File: config.mk
export PLATFORM = sky130hd
export DESIGN_NAME = sprite_rle_line_decoder_unit
export DESIGN_NICKNAME = d
export VERILOG_FILES = /design/src/hdl/sprl_pkg.sv /design/src/hdl/sprl_fifo.sv /design/src/hdl/sprl_front.sv /design/src/hdl/sprl_back.sv /design/src/hdl/sprite_rle_line_decoder_unit.sv
export SDC_FILE = /design/constraint.sdc
export NUM_CORES = 1
export LEC_CHECK = 0
export ABC_AREA = 1
export BUFFER_PORTS_ARGS = -buffer_cell sky130_fd_sc_hd__buf_2
export CAP_MARGIN = 20
export CELL_PAD_IN_SITES_DETAIL_PLACEMENT = 0
export CELL_PAD_IN_SITES_GLOBAL_PLACEMENT = 2
export CORE_MARGIN = 3
export CORE_UTILIZATION = 40
export DETAILED_ROUTE_END_ITERATION = 10
export HOLD_SLACK_MARGIN = 0.05
export PLACE_DENSITY = 0.87
export SYNTH_ARGS = -nofsm -noshare
export SYNTH_HDL_FRONTEND = slang
export SYNTH_SLANG_ARGS = --single-unit
File: constraint.sdc
create_clock -name clk -period 18.6 [get_ports clk]
set_clock_uncertainty 0.15 [all_clocks]
set_input_delay 1.86 -clock clk [delete_from_list [all_inputs] [get_ports clk]]
set_output_delay 1.86 -clock clk [all_outputs]
set_load 0.02 [all_outputs]
File: src/hdl/sprl_pkg.sv
`timescale 1ns / 1ps

package sprl_pkg;

  // stream command and escape codes
  localparam logic [7:0] CODE_END_FRAME = 8'hFC;
  localparam logic [7:0] CODE_RUN_LINE  = 8'hFD;
  localparam logic [7:0] CODE_INLINE    = 8'hFE;
  localparam logic [7:0] CODE_CLOSE     = 8'hFF;

  // configuration register indexes
  localparam int CFG_INDEX_W = 2;
  localparam int CFG_DATA_W  = 11;
  localparam logic [CFG_INDEX_W-1:0] REG_FRAME_WIDTH  = 2'd0;
  localparam logic [CFG_INDEX_W-1:0] REG_FRAME_HEIGHT = 2'd1;
  localparam logic [CFG_INDEX_W-1:0] REG_TRANSPARENT  = 2'd2;

  // defaults for the top-level parameters
  localparam int MAX_WIDTH_DEF  = 1024;
  localparam int MAX_HEIGHT_DEF = 1024;
  localparam int MID_DEPTH_DEF  = 2;
  localparam int OUT_DEPTH_DEF  = 2;

  // largest value the 11-bit counters and registers hold
  localparam int CNT_MAX = 2047;

  typedef struct packed {
    logic [7:0] code_byte;
    logic       start_of_frame;
    logic       last_byte;
  } byte_item_t;

  typedef struct packed {
    logic [9:0] line_index;
    logic [9:0] start_column;
    logic [7:0] span_length;
    logic [7:0] pixel_value;
    logic       frame_done;
  } span_item_t;

  // classified byte handed from front to back
  typedef struct packed {
    logic [7:0] code_byte;
    logic       is_end;
    logic       is_run;
    logic       is_inline;
    logic       is_close;
    logic       start_of_frame;
    logic       last_byte;
  } class_item_t;

endpackage

File: src/hdl/sprl_fifo.sv
`timescale 1ns / 1ps

module sprl_fifo #(
  parameter int WIDTH = 8,
  parameter int DEPTH = 2
) (
  input  logic             clk,
  input  logic             rst,
  input  logic             wr_en,
  input  logic [WIDTH-1:0] wr_data,
  output logic             full,
  input  logic             rd_en,
  output logic [WIDTH-1:0] rd_data,
  output logic             empty
);

  localparam int AW = (DEPTH > 1) ? $clog2(DEPTH) : 1;
  localparam int CW = $clog2(DEPTH + 1);
  localparam logic [CW-1:0] DEPTH_V = CW'(DEPTH);

  logic [WIDTH-1:0] slots [DEPTH];
  logic [AW-1:0]    wr_ptr;
  logic [AW-1:0]    rd_ptr;
  logic [CW-1:0]    count;

  logic do_wr;
  logic do_rd;

  assign full    = (count == DEPTH_V);
  assign empty   = (count == '0);
  assign do_wr   = wr_en && !full;
  assign do_rd   = rd_en && !empty;
  assign rd_data = slots[rd_ptr];

  // pointers wrap at the depth
  function automatic logic [AW-1:0] bump(input logic [AW-1:0] p);
    if (p == AW'(DEPTH - 1)) begin
      return '0;
    end
    return p + 1'b1;
  endfunction

  always_ff @(posedge clk) begin
    if (do_wr) begin
      slots[wr_ptr] <= wr_data;
    end
  end

  always_ff @(posedge clk) begin
    if (rst) begin
      wr_ptr <= '0;
      rd_ptr <= '0;
      count  <= '0;
    end else begin
      if (do_wr) begin
        wr_ptr <= bump(wr_ptr);
      end
      if (do_rd) begin
        rd_ptr <= bump(rd_ptr);
      end
      if (do_wr && !do_rd) begin
        count <= count + 1'b1;
      end else if (do_rd && !do_wr) begin
        count <= count - 1'b1;
      end
    end
  end

endmodule

File: src/hdl/sprl_front.sv
`timescale 1ns / 1ps

module sprl_front
  import sprl_pkg::*;
(
  input  logic        push,
  output logic        full,
  input  byte_item_t  code,
  input  logic        mid_full,
  output logic        mid_wr_en,
  output class_item_t mid_item
);

  assign full      = mid_full;
  assign mid_wr_en = push && !mid_full;

  // decode the byte against the stream codes once, here
  always_comb begin
    mid_item.code_byte      = code.code_byte;
    mid_item.is_end         = (code.code_byte == CODE_END_FRAME);
    mid_item.is_run         = (code.code_byte == CODE_RUN_LINE);
    mid_item.is_inline      = (code.code_byte == CODE_INLINE);
    mid_item.is_close       = (code.code_byte == CODE_CLOSE);
    mid_item.start_of_frame = code.start_of_frame;
    mid_item.last_byte      = code.last_byte;
  end

endmodule

File: src/hdl/sprl_back.sv
`timescale 1ns / 1ps

module sprl_back
  import sprl_pkg::*;
#(
  parameter int MAX_WIDTH  = MAX_WIDTH_DEF,
  parameter int MAX_HEIGHT = MAX_HEIGHT_DEF
) (
  input  logic        clk,
  input  logic        rst,
  input  logic [10:0] frame_width,
  input  logic [10:0] frame_height,
  input  logic [7:0]  transparent_value,
  input  logic        mid_empty,
  output logic        mid_rd_en,
  input  class_item_t mid_item,
  input  logic        out_full,
  output logic        out_wr_en,
  output span_item_t  out_item
);

  localparam logic [2:0] MODE_CMD       = 3'd0;
  localparam logic [2:0] MODE_RUN_COUNT = 3'd1;
  localparam logic [2:0] MODE_RUN_PIXEL = 3'd2;
  localparam logic [2:0] MODE_LIT       = 3'd3;
  localparam logic [2:0] MODE_LIT_COUNT = 3'd4;
  localparam logic [2:0] MODE_LIT_PIXEL = 3'd5;
  localparam logic [2:0] MODE_DONE      = 3'd6;

  localparam int WCAP = (MAX_WIDTH > CNT_MAX) ? CNT_MAX : MAX_WIDTH;
  localparam int HCAP = (MAX_HEIGHT > CNT_MAX) ? CNT_MAX : MAX_HEIGHT;
  localparam logic [10:0] WCAP_V = 11'(WCAP);
  localparam logic [10:0] HCAP_V = 11'(HCAP);
  localparam logic [10:0] LINE_SAT = 11'(CNT_MAX);

  logic [2:0]  mode;
  logic [10:0] line;
  logic [10:0] col;
  logic [7:0]  held;
  logic [2:0]  mode_next;
  logic [10:0] line_next;
  logic [10:0] col_next;
  logic [7:0]  held_next;

  logic [2:0]  m;
  logic [10:0] ln;
  logic [10:0] cl;
  logic [7:0]  hc;
  logic [10:0] eff_w;
  logic [10:0] eff_h;
  logic [10:0] room;
  logic [7:0]  span_len;
  logic [7:0]  n;
  logic        span_req;
  logic        got;
  logic        bare;
  logic        stop;
  logic        emit;
  logic        take;
  logic [7:0]  pix;

  assign take      = !mid_empty && !out_full;
  assign mid_rd_en = take;
  assign out_wr_en = take && emit;

  assign eff_w = (frame_width < WCAP_V) ? frame_width : WCAP_V;
  assign eff_h = (frame_height < HCAP_V) ? frame_height : HCAP_V;
  assign pix   = mid_item.is_run ? transparent_value : mid_item.code_byte;

  always_comb begin
    // start of frame clears state before the byte is handled
    m  = mid_item.start_of_frame ? MODE_CMD : mode;
    ln = mid_item.start_of_frame ? 11'd0 : line;
    cl = mid_item.start_of_frame ? 11'd0 : col;
    hc = mid_item.start_of_frame ? 8'd0 : held;

    mode_next = m;
    line_next = ln;
    col_next  = cl;
    held_next = hc;
    span_req  = 1'b0;
    span_len  = 8'd0;
    bare      = 1'b0;
    stop      = 1'b0;

    case (m)
      MODE_CMD: begin
        if (mid_item.is_end) begin
          mode_next = MODE_DONE;
          bare      = 1'b1;
          stop      = 1'b1;
        end else if (mid_item.is_close) begin
          line_next = (ln < LINE_SAT) ? ln + 11'd1 : ln;
          col_next  = 11'd0;
          mode_next = MODE_CMD;
        end else if (ln >= eff_h) begin
          mode_next = MODE_DONE;
          bare      = 1'b1;
          stop      = 1'b1;
        end else begin
          col_next  = 11'd0;
          mode_next = mid_item.is_run ? MODE_RUN_COUNT : MODE_LIT;
        end
      end
      MODE_RUN_COUNT: begin
        if (mid_item.is_close) begin
          line_next = (ln < LINE_SAT) ? ln + 11'd1 : ln;
          col_next  = 11'd0;
          mode_next = MODE_CMD;
        end else begin
          held_next = mid_item.code_byte;
          mode_next = MODE_RUN_PIXEL;
        end
      end
      MODE_RUN_PIXEL: begin
        span_req  = 1'b1;
        span_len  = hc;
        mode_next = MODE_RUN_COUNT;
      end
      MODE_LIT: begin
        if (mid_item.is_close) begin
          line_next = (ln < LINE_SAT) ? ln + 11'd1 : ln;
          col_next  = 11'd0;
          mode_next = MODE_CMD;
        end else if (mid_item.is_inline) begin
          mode_next = MODE_LIT_COUNT;
        end else begin
          span_req = 1'b1;
          span_len = 8'd1;
        end
      end
      MODE_LIT_COUNT: begin
        held_next = mid_item.code_byte;
        mode_next = MODE_LIT_PIXEL;
      end
      MODE_LIT_PIXEL: begin
        span_req  = 1'b1;
        span_len  = hc;
        mode_next = MODE_LIT;
      end
      default: begin
        // finished frame, or an unused code: ignore bytes
        mode_next = MODE_DONE;
        stop      = 1'b1;
      end
    endcase

    // span clipped to the room left on the line
    room = eff_w - cl;
    n    = ({3'd0, span_len} < room) ? span_len : room[7:0];
    got  = span_req && (cl < eff_w) && (n != 8'd0);
    if (got) begin
      col_next = cl + {3'd0, n};
    end

    emit = got || bare;
    if (!stop && mid_item.last_byte) begin
      mode_next = MODE_DONE;
      emit      = 1'b1;
      bare      = !got;
    end

    if (bare) begin
      out_item = '0;
    end else begin
      out_item.line_index   = ln[9:0];
      out_item.start_column = cl[9:0];
      out_item.span_length  = n;
      out_item.pixel_value  = pix;
      out_item.frame_done   = mid_item.last_byte && !stop;
    end
    out_item.frame_done = bare || (got && mid_item.last_byte && !stop);
  end

  always_ff @(posedge clk) begin
    if (rst) begin
      mode <= MODE_CMD;
      line <= '0;
      col  <= '0;
      held <= '0;
    end else if (take) begin
      mode <= mode_next;
      line <= line_next;
      col  <= col_next;
      held <= held_next;
    end
  end

endmodule

File: src/hdl/sprite_rle_line_decoder_unit.sv
`timescale 1ns / 1ps

// sprite line rle decoder: turns a byte stream into span writes
// input channel: push/full queue, one code byte per transaction with
//   start_of_frame (clear state first) and last_byte flags
// result channel: empty/pop queue; each transaction is one span write
//   (line, start column, clipped length, pixel) or a bare frame-done marker
// config: cfg_write with cfg_index / cfg_data, taken at any edge; index 0 is
//   frame width, 1 frame height, 2 transparent value; other indexes ignored;
//   write only while the decoder has nothing in flight
// throughput: one byte per clock while the result queue has room; the back
//   end's state machine handles one byte a cycle and a span needs only one
//   subtract and compare
// path: an accepted byte is written to the classified-byte queue, then the
//   back end writes its result into the result queue
// stall: when the result queue fills, the back end holds and the byte queue
//   fills behind it, then full rises; no byte or result is dropped
// reset: queues empty, decoder waits for a line command, registers clear
//   to zero, so width and height must be written before a frame
module sprite_rle_line_decoder_unit
  import sprl_pkg::*;
#(
  parameter int MAX_WIDTH  = MAX_WIDTH_DEF,
  parameter int MAX_HEIGHT = MAX_HEIGHT_DEF,
  parameter int MID_DEPTH  = MID_DEPTH_DEF,
  parameter int OUT_DEPTH  = OUT_DEPTH_DEF
) (
  input  logic                   clk,
  input  logic                   rst,
  input  logic                   push,
  output logic                   full,
  input  byte_item_t             code,
  output logic                   empty,
  input  logic                   pop,
  output span_item_t             span,
  input  logic                   cfg_write,
  input  logic [CFG_INDEX_W-1:0] cfg_index,
  input  logic [CFG_DATA_W-1:0]  cfg_data
);

  // configuration registers
  logic [10:0] frame_width;
  logic [10:0] frame_height;
  logic [7:0]  transparent_value;

  // front to byte queue
  logic        mid_wr_en;
  logic        mid_full;
  class_item_t mid_wr_item;

  // byte queue to back end
  logic                     mid_empty;
  logic                     mid_rd_en;
  logic [$bits(class_item_t)-1:0] mid_rd_bits;
  class_item_t              mid_rd_item;

  // back end to result queue
  logic       out_wr_en;
  logic       out_full;
  span_item_t out_wr_item;
  logic [$bits(span_item_t)-1:0] out_rd_bits;

  always_ff @(posedge clk) begin
    if (rst) begin
      frame_width       <= '0;
      frame_height      <= '0;
      transparent_value <= '0;
    end else if (cfg_write) begin
      case (cfg_index)
        REG_FRAME_WIDTH:  frame_width       <= cfg_data;
        REG_FRAME_HEIGHT: frame_height      <= cfg_data;
        REG_TRANSPARENT:  transparent_value <= cfg_data[7:0];
        default: begin
        end
      endcase
    end
  end

  // front: accept and classify bytes
  sprl_front u_front (
    .push      (push),
    .full      (full),
    .code      (code),
    .mid_full  (mid_full),
    .mid_wr_en (mid_wr_en),
    .mid_item  (mid_wr_item)
  );

  // classified-byte queue lets front and back stall apart
  sprl_fifo #(
    .WIDTH ($bits(class_item_t)),
    .DEPTH (MID_DEPTH)
  ) u_mid_q (
    .clk     (clk),
    .rst     (rst),
    .wr_en   (mid_wr_en),
    .wr_data (mid_wr_item),
    .full    (mid_full),
    .rd_en   (mid_rd_en),
    .rd_data (mid_rd_bits),
    .empty   (mid_empty)
  );

  assign mid_rd_item = class_item_t'(mid_rd_bits);

  // back: line state machine and span clipping
  sprl_back #(
    .MAX_WIDTH  (MAX_WIDTH),
    .MAX_HEIGHT (MAX_HEIGHT)
  ) u_back (
    .clk               (clk),
    .rst               (rst),
    .frame_width       (frame_width),
    .frame_height      (frame_height),
    .transparent_value (transparent_value),
    .mid_empty         (mid_empty),
    .mid_rd_en         (mid_rd_en),
    .mid_item          (mid_rd_item),
    .out_full          (out_full),
    .out_wr_en         (out_wr_en),
    .out_item          (out_wr_item)
  );

  // result queue doubles as the output register
  sprl_fifo #(
    .WIDTH ($bits(span_item_t)),
    .DEPTH (OUT_DEPTH)
  ) u_out_q (
    .clk     (clk),
    .rst     (rst),
    .wr_en   (out_wr_en),
    .wr_data (out_wr_item),
    .full    (out_full),
    .rd_en   (pop),
    .rd_data (out_rd_bits),
    .empty   (empty)
  );

  assign span = span_item_t'(out_rd_bits);

endmodule
Yosys cells after proc, flatten, opt, wreduce, memory -nomap -nowiden
Memories as Yosys holds them, arrays and structs flattened. A register that Yosys moved wholly into a read port is not among the register bits.
Cells that the tools add are included.
Operators by class
  reductions and logical operators: 41
  divide/modulo/power cells: 0
  $add $sub $neg: 11
  magnitude comparators: 6
  bitwise operators: 0
  mux-type cells: 75
  equality and inequality tests: 13
  shift-type cells: 0
  $mul: 0
Operator list (count)
  2-to-1 mux 11 bit: 12
  case mux 11 bit (2 select lines): 2
  2-to-1 mux 8 bit: 5
  2-to-1 mux 1 bit: 37
  2-to-1 mux 37 bit: 1
  less-than comparator 11 bit (second input constant): 3
  == test 8 bit (second input constant): 4
  case mux 8 bit (2 select lines): 2
  2-to-1 mux 3 bit: 7
  case mux 3 bit (6 select lines): 1
  logical AND 1 bit: 16
  2-to-1 mux 2 bit: 6
  adder 11 x 1 -> 11 bit (second input constant): 1
  adder 11 x 8 -> 11 bit: 1
  greater-or-equal comparator 11 bit: 1
  less-than comparator 11 bit: 1
  less-than comparator 8 x 11 -> 1 bit: 1
  subtractor 11 bit: 1
  zero test 1 bit: 10
  nonzero test 8 bit: 1
  == test 2 bit (second input constant): 3
  == test 3 x 2 -> 1 bit (second input constant): 2
  == test 3 bit (second input constant): 2
  zero test 2 bit: 3
  12 further kinds: 23
Storage, ports and cells
  memory bits (read-only): 0
  latch bits: 0
  memories: 2
  input port bits: 28
  RAM bits: 102
  register bits: 71
  logic and storage cells: 161
Memories
  u_out_q.slots: depth 2, bits a word 37, rd ports 1, clocked after memory_dff 1, wr ports 1, line sprl_fifo.sv:21  | logic [WIDTH-1:0] slots [DEPTH];
  u_mid_q.slots: depth 2, bits a word 14, rd ports 1, clocked after memory_dff 1, wr ports 1, line sprl_fifo.sv:21

Logic depth before layout (Yosys ltp)
  word-level depth: 16
  depth in mapped cells: 41
  depth with buffers taken out: 39

Cells and area by module
A second synthesis with hierarchy kept.
Unflattened totals
  cell total of the unflattened synthesis: 1188
  area, all modules: 9943.3 µm²
By module, submodules not included
  sprl_back: times used 1, cells each 725, area each 4176.5 µm²
  sprl_fifo at u_out_q: times used 1, cells each 152, area each 3072.9 µm²
  sprite_rle_line_decoder_unit: times used 1, cells each 196, area each 1265.0 µm²
  sprl_fifo at u_mid_q: times used 1, cells each 80, area each 1256.2 µm²
  sprl_front: times used 1, cells each 35, area each 172.7 µm²

Least setup slack after synthesis
OpenSTA, ideal clock, no wires.
  kind: register to register
  from: register with a tool-made name
  to: memory u_out_q.slots[0][0] (netlist bit), enable pin
  period minus slack after synthesis: 6047 ps
  required time: 18019 ps
  slack: 12553 ps
  data arrival time: 5465 ps
  stages on the path, launching flop included: 32
  cell sequence: dfxtp_1 nand2_1 nand2_4 inv_2 buf_2 buf_1 nand2_1 inv_1 ha_1 fa_1 inv_1 nand2_1 nand2_1 nand2_1 o21ai_0 xnor2_1 ha_1 nand2_1 nor2_1 a211oi_1 nor2_1 nor2_4 nand2_4 nand2_1 nand2_2 nand2_1 nor2_1 nand2_2 nand2_4 nand2_1 nand2_1 nor2_1
RTL lines (line)
  to (decl): sprl_fifo.sv:21

==> impl_metrics.env <==
export IMPL_cts_htree_levels=4
export IMPL_port_buffers=66
export IMPL_wl_met3_mm=1.00
export IMPL_synthDistinctLibCells=47
export IMPL_n_antenna_cell=0
export IMPL_area_growth_syn_to_layout_pct=12.8
export IMPL_first_global_vias=7226
export IMPL_grt_total_usage_pct=19.4
export IMPL_die_y_um=160
export IMPL_synth_edf_count=102
export IMPL_max_freq_mhz=155
export IMPL_core_um2=23000
export IMPL_syn_nets=1190
export IMPL_die_area_um2=25700
export IMPL_initial_utilization_pct=41.4
export IMPL_wl_met1_mm=12.5
export IMPL_syn_avg_cell_area_um2=8.50
export IMPL_internal_power_mw=1.02
export IMPL_worstMarginPinSlew_ps=1050
export IMPL_fin_crit_sh_pct=34.6
export IMPL_power_switching_mw=0.851
export IMPL_synthFlopType="edfxtp_1"
export IMPL_holdCritPathClass="flop to flop"
export IMPL_drc=0
export IMPL_multi_input_area_um2=4280
export IMPL_ctsResizeCount=0
export IMPL_setup_tns_ps=0
export IMPL_cp_slowest_cell="dfxtp_1"
export IMPL_avgRoutedWirePerCell_um=16.3
export IMPL_cap_violations=0
export IMPL_hp_start="transparent_value[3]"
export IMPL_power_leakage_nw=4.51
export IMPL_cts_made_buffers=17
export IMPL_cpPeakStageDelay_ps=780
export IMPL_cts_sinks=175
export IMPL_ios=67
export IMPL_comb_power_share_pct=48.3
export IMPL_p_per_area_nw_per_um2=174
export IMPL_yosysWarningCount=0
export IMPL_synth_most_common_cell="nand2_1"
export IMPL_cp_max_fo=23
export IMPL_via_count=7622
export IMPL_firstDrtPassIters=4
export IMPL_synth_area_um2=9530
export IMPL_clockPowerShare_pct=19.5
export IMPL_rsz0062_at_grt="false"
export IMPL_swShare_pct=45.6
export IMPL_ctsHoldBuffers=0
export IMPL_clk_path_buf_depth=2
export IMPL_cts_tree="done"
export IMPL_holdWs_ps=304
export IMPL_start_kind="flop"
export IMPL_yosys_top_cells_count="nand2_1 (202), inv_1 (140), nor2_1 (125)"
export IMPL_place_congestion=0.839
export IMPL_ys_ff_latch=175
export IMPL_grt_antenna_before_repair=0
export IMPL_status="finished, final reports clean"
export IMPL_min_period_ps=6440
export IMPL_clk_root_buffer_cell="clkbuf_16"
export IMPL_synth_top_area_share_pct=32.2
export IMPL_p_seq_share_pct=32.2
export IMPL_dr_max_layer_used="met4"
export IMPL_clock_latency_ps=430
export IMPL_drive_above_1_share_pct=14.7
export IMPL_seq_area_frac_synth_pct=47.5
export IMPL_crit_path_frequent_cell="nand2_1"
export IMPL_grt_overflow=0
export IMPL_grt_pass1_wl_mm=39.4
export IMPL_ant_nets=0
export IMPL_setup_worst_path_class="flop to flop"
export IMPL_worstPathRequired_ps=18810
export IMPL_syn_instance_count=1120
export IMPL_grt_max_degree=56
export IMPL_met2_length_mm=10.6
export IMPL_nFillCells=2298
export IMPL_regArea_um2=4530
export IMPL_synth_area_leader_cell="edfxtp_1"
export IMPL_synth_area_top_cells="edfxtp_1 (32%), dfxtp_1 (15%), nand2_1 (8.0%)"
export IMPL_maxSlewViolCount=0
export IMPL_slew_headroom_pct=30.0
export IMPL_first_iter_violations=493
export IMPL_fin_nets=1246
export IMPL_crit_arrival_ps=6650
export IMPL_critPathCaptureType="flop"
export IMPL_rows=55
export IMPL_peakVddDrop_v=0.0000963
export IMPL_hold_violations=0
export IMPL_path_clk_slew_ps=70
export IMPL_post_cts_buffers=0
export IMPL_setup_viol_count_final=0
export IMPL_post_dp_hpwl_mm=18.2
export IMPL_routed_via_density=5.07
export IMPL_ys_async_sr_fraction_pct=0
export IMPL_dieWidth_um=160
export IMPL_route_final_wire_length_mm=24.5
-- metal layers --
| metal | vias to the layer above | GRT usage [%] |
|---|---|---|
| met5 | - | 0 |
| met2 | 163 | 29.3 |
| met3 | 21 | 3.43 |
| li1 | 3897 | - |
| met4 | 0 | 4.73 |
| met1 | 3541 | 29.0 |
-- worst paths after layout --
kind	to	slack [ps]	cells past startpoint
worst max-delay path	u_back.col[10]	12160	37
worst min-delay path	transparent_value[3]	300	2
worst max register to register	u_back.col[10]	12160	37
worst min register to register	transparent_value[3]	300	2
-- state kept, by name (all words and copies together) (netlist names), named ones only --
signal             flops
u_back.line           11
u_mid_q.rd_ptr         1
frame_width           11
u_out_q.rd_ptr         1
u_back.held            8
u_mid_q.wr_ptr         1
u_out_q.count          2
u_back.mode            3
u_out_q.slots         74
transparent_value      8
u_back.col            11
u_mid_q.slots         28
frame_height          11
u_mid_q.count          2
u_out_q.wr_ptr         1
-- logic make-up (layout without fill, tap and decap cells) --
group | Yosys count | after routing | share of synthesized area [%]
adder cells (fa/ha/maj) | 42 | 42 | 5.67
multiplexers | 39 | 39 | 4.58
buffers and inverters | 186 | 255 | 7.67
AND/OR/NAND/NOR | 449 | 449 | 20.4
AO/OA/AOI/OAI | 210 | 210 | 12.5
flip-flops | 175 | 175 | 47.5
XOR/XNOR | 19 | 19 | 1.75
-- placed cells by master, fill, tap and decap left out, types with 37 or more instances in the layout --
cell type,instances
o21ai_0,87
nand3_1,67
dfxtp_1,72
a21oi_1,76
mux2_2,37
nor2_1,124
ha_1,40
buf_2,66
nand2_1,202
inv_1,139
edfxtp_1,102
-- power by group through the flow --
stage	sequential, mW	combinational [mW]	clock (mW)
final	0.601	0.902	0.365
after global routing	0.616	1.01	0.389
after CTS	0.602	0.906	0.372
after detailed placement	0.610	0.902	0
after global placement	0.608	0.902	0
after floorplan	0.588	0.671	0
-- worst max-delay path: cells and delay by family, from the launching register on --
kind	cells	cell delay, ps
AO/OA/AOI/OAI	4	790
XOR/XNOR	2	340
adder cells (fa/ha/maj)	5	1470
buffers and inverters	5	530
flip-flops	1	780
AND/OR/NAND/NOR	21	2300
-- through the flow --
step / utilization, % / cells / setup slack [ps] / total power, mW / instance area (um^2)
after floorplan: - / 1120 / 12550 / 1.26 / 9530
after global placement: 44.1 / 1469 / 12270 / 1.51 / 10100
after detailed placement: 44.2 / 1470 / 12160 / 1.51 / 10100
after CTS: 46.8 / 1502 / 12110 / 1.88 / 10700
after global routing: 46.8 / 1502 / 11320 / 2.02 / 10700
final: 46.8 / 1502 / 12160 / 1.87 / 10700
-- area by class of cell --
cell class              count  area share, %
clock buffers              18           3.99
repair buffers             74           3.67
clock inverters            14           1.59
multi-input cells         759           39.8
well taps                 313           3.64
flip-flops and latches    175           42.1
inverters                 149           5.20
(Power assumes the default switching activity.)
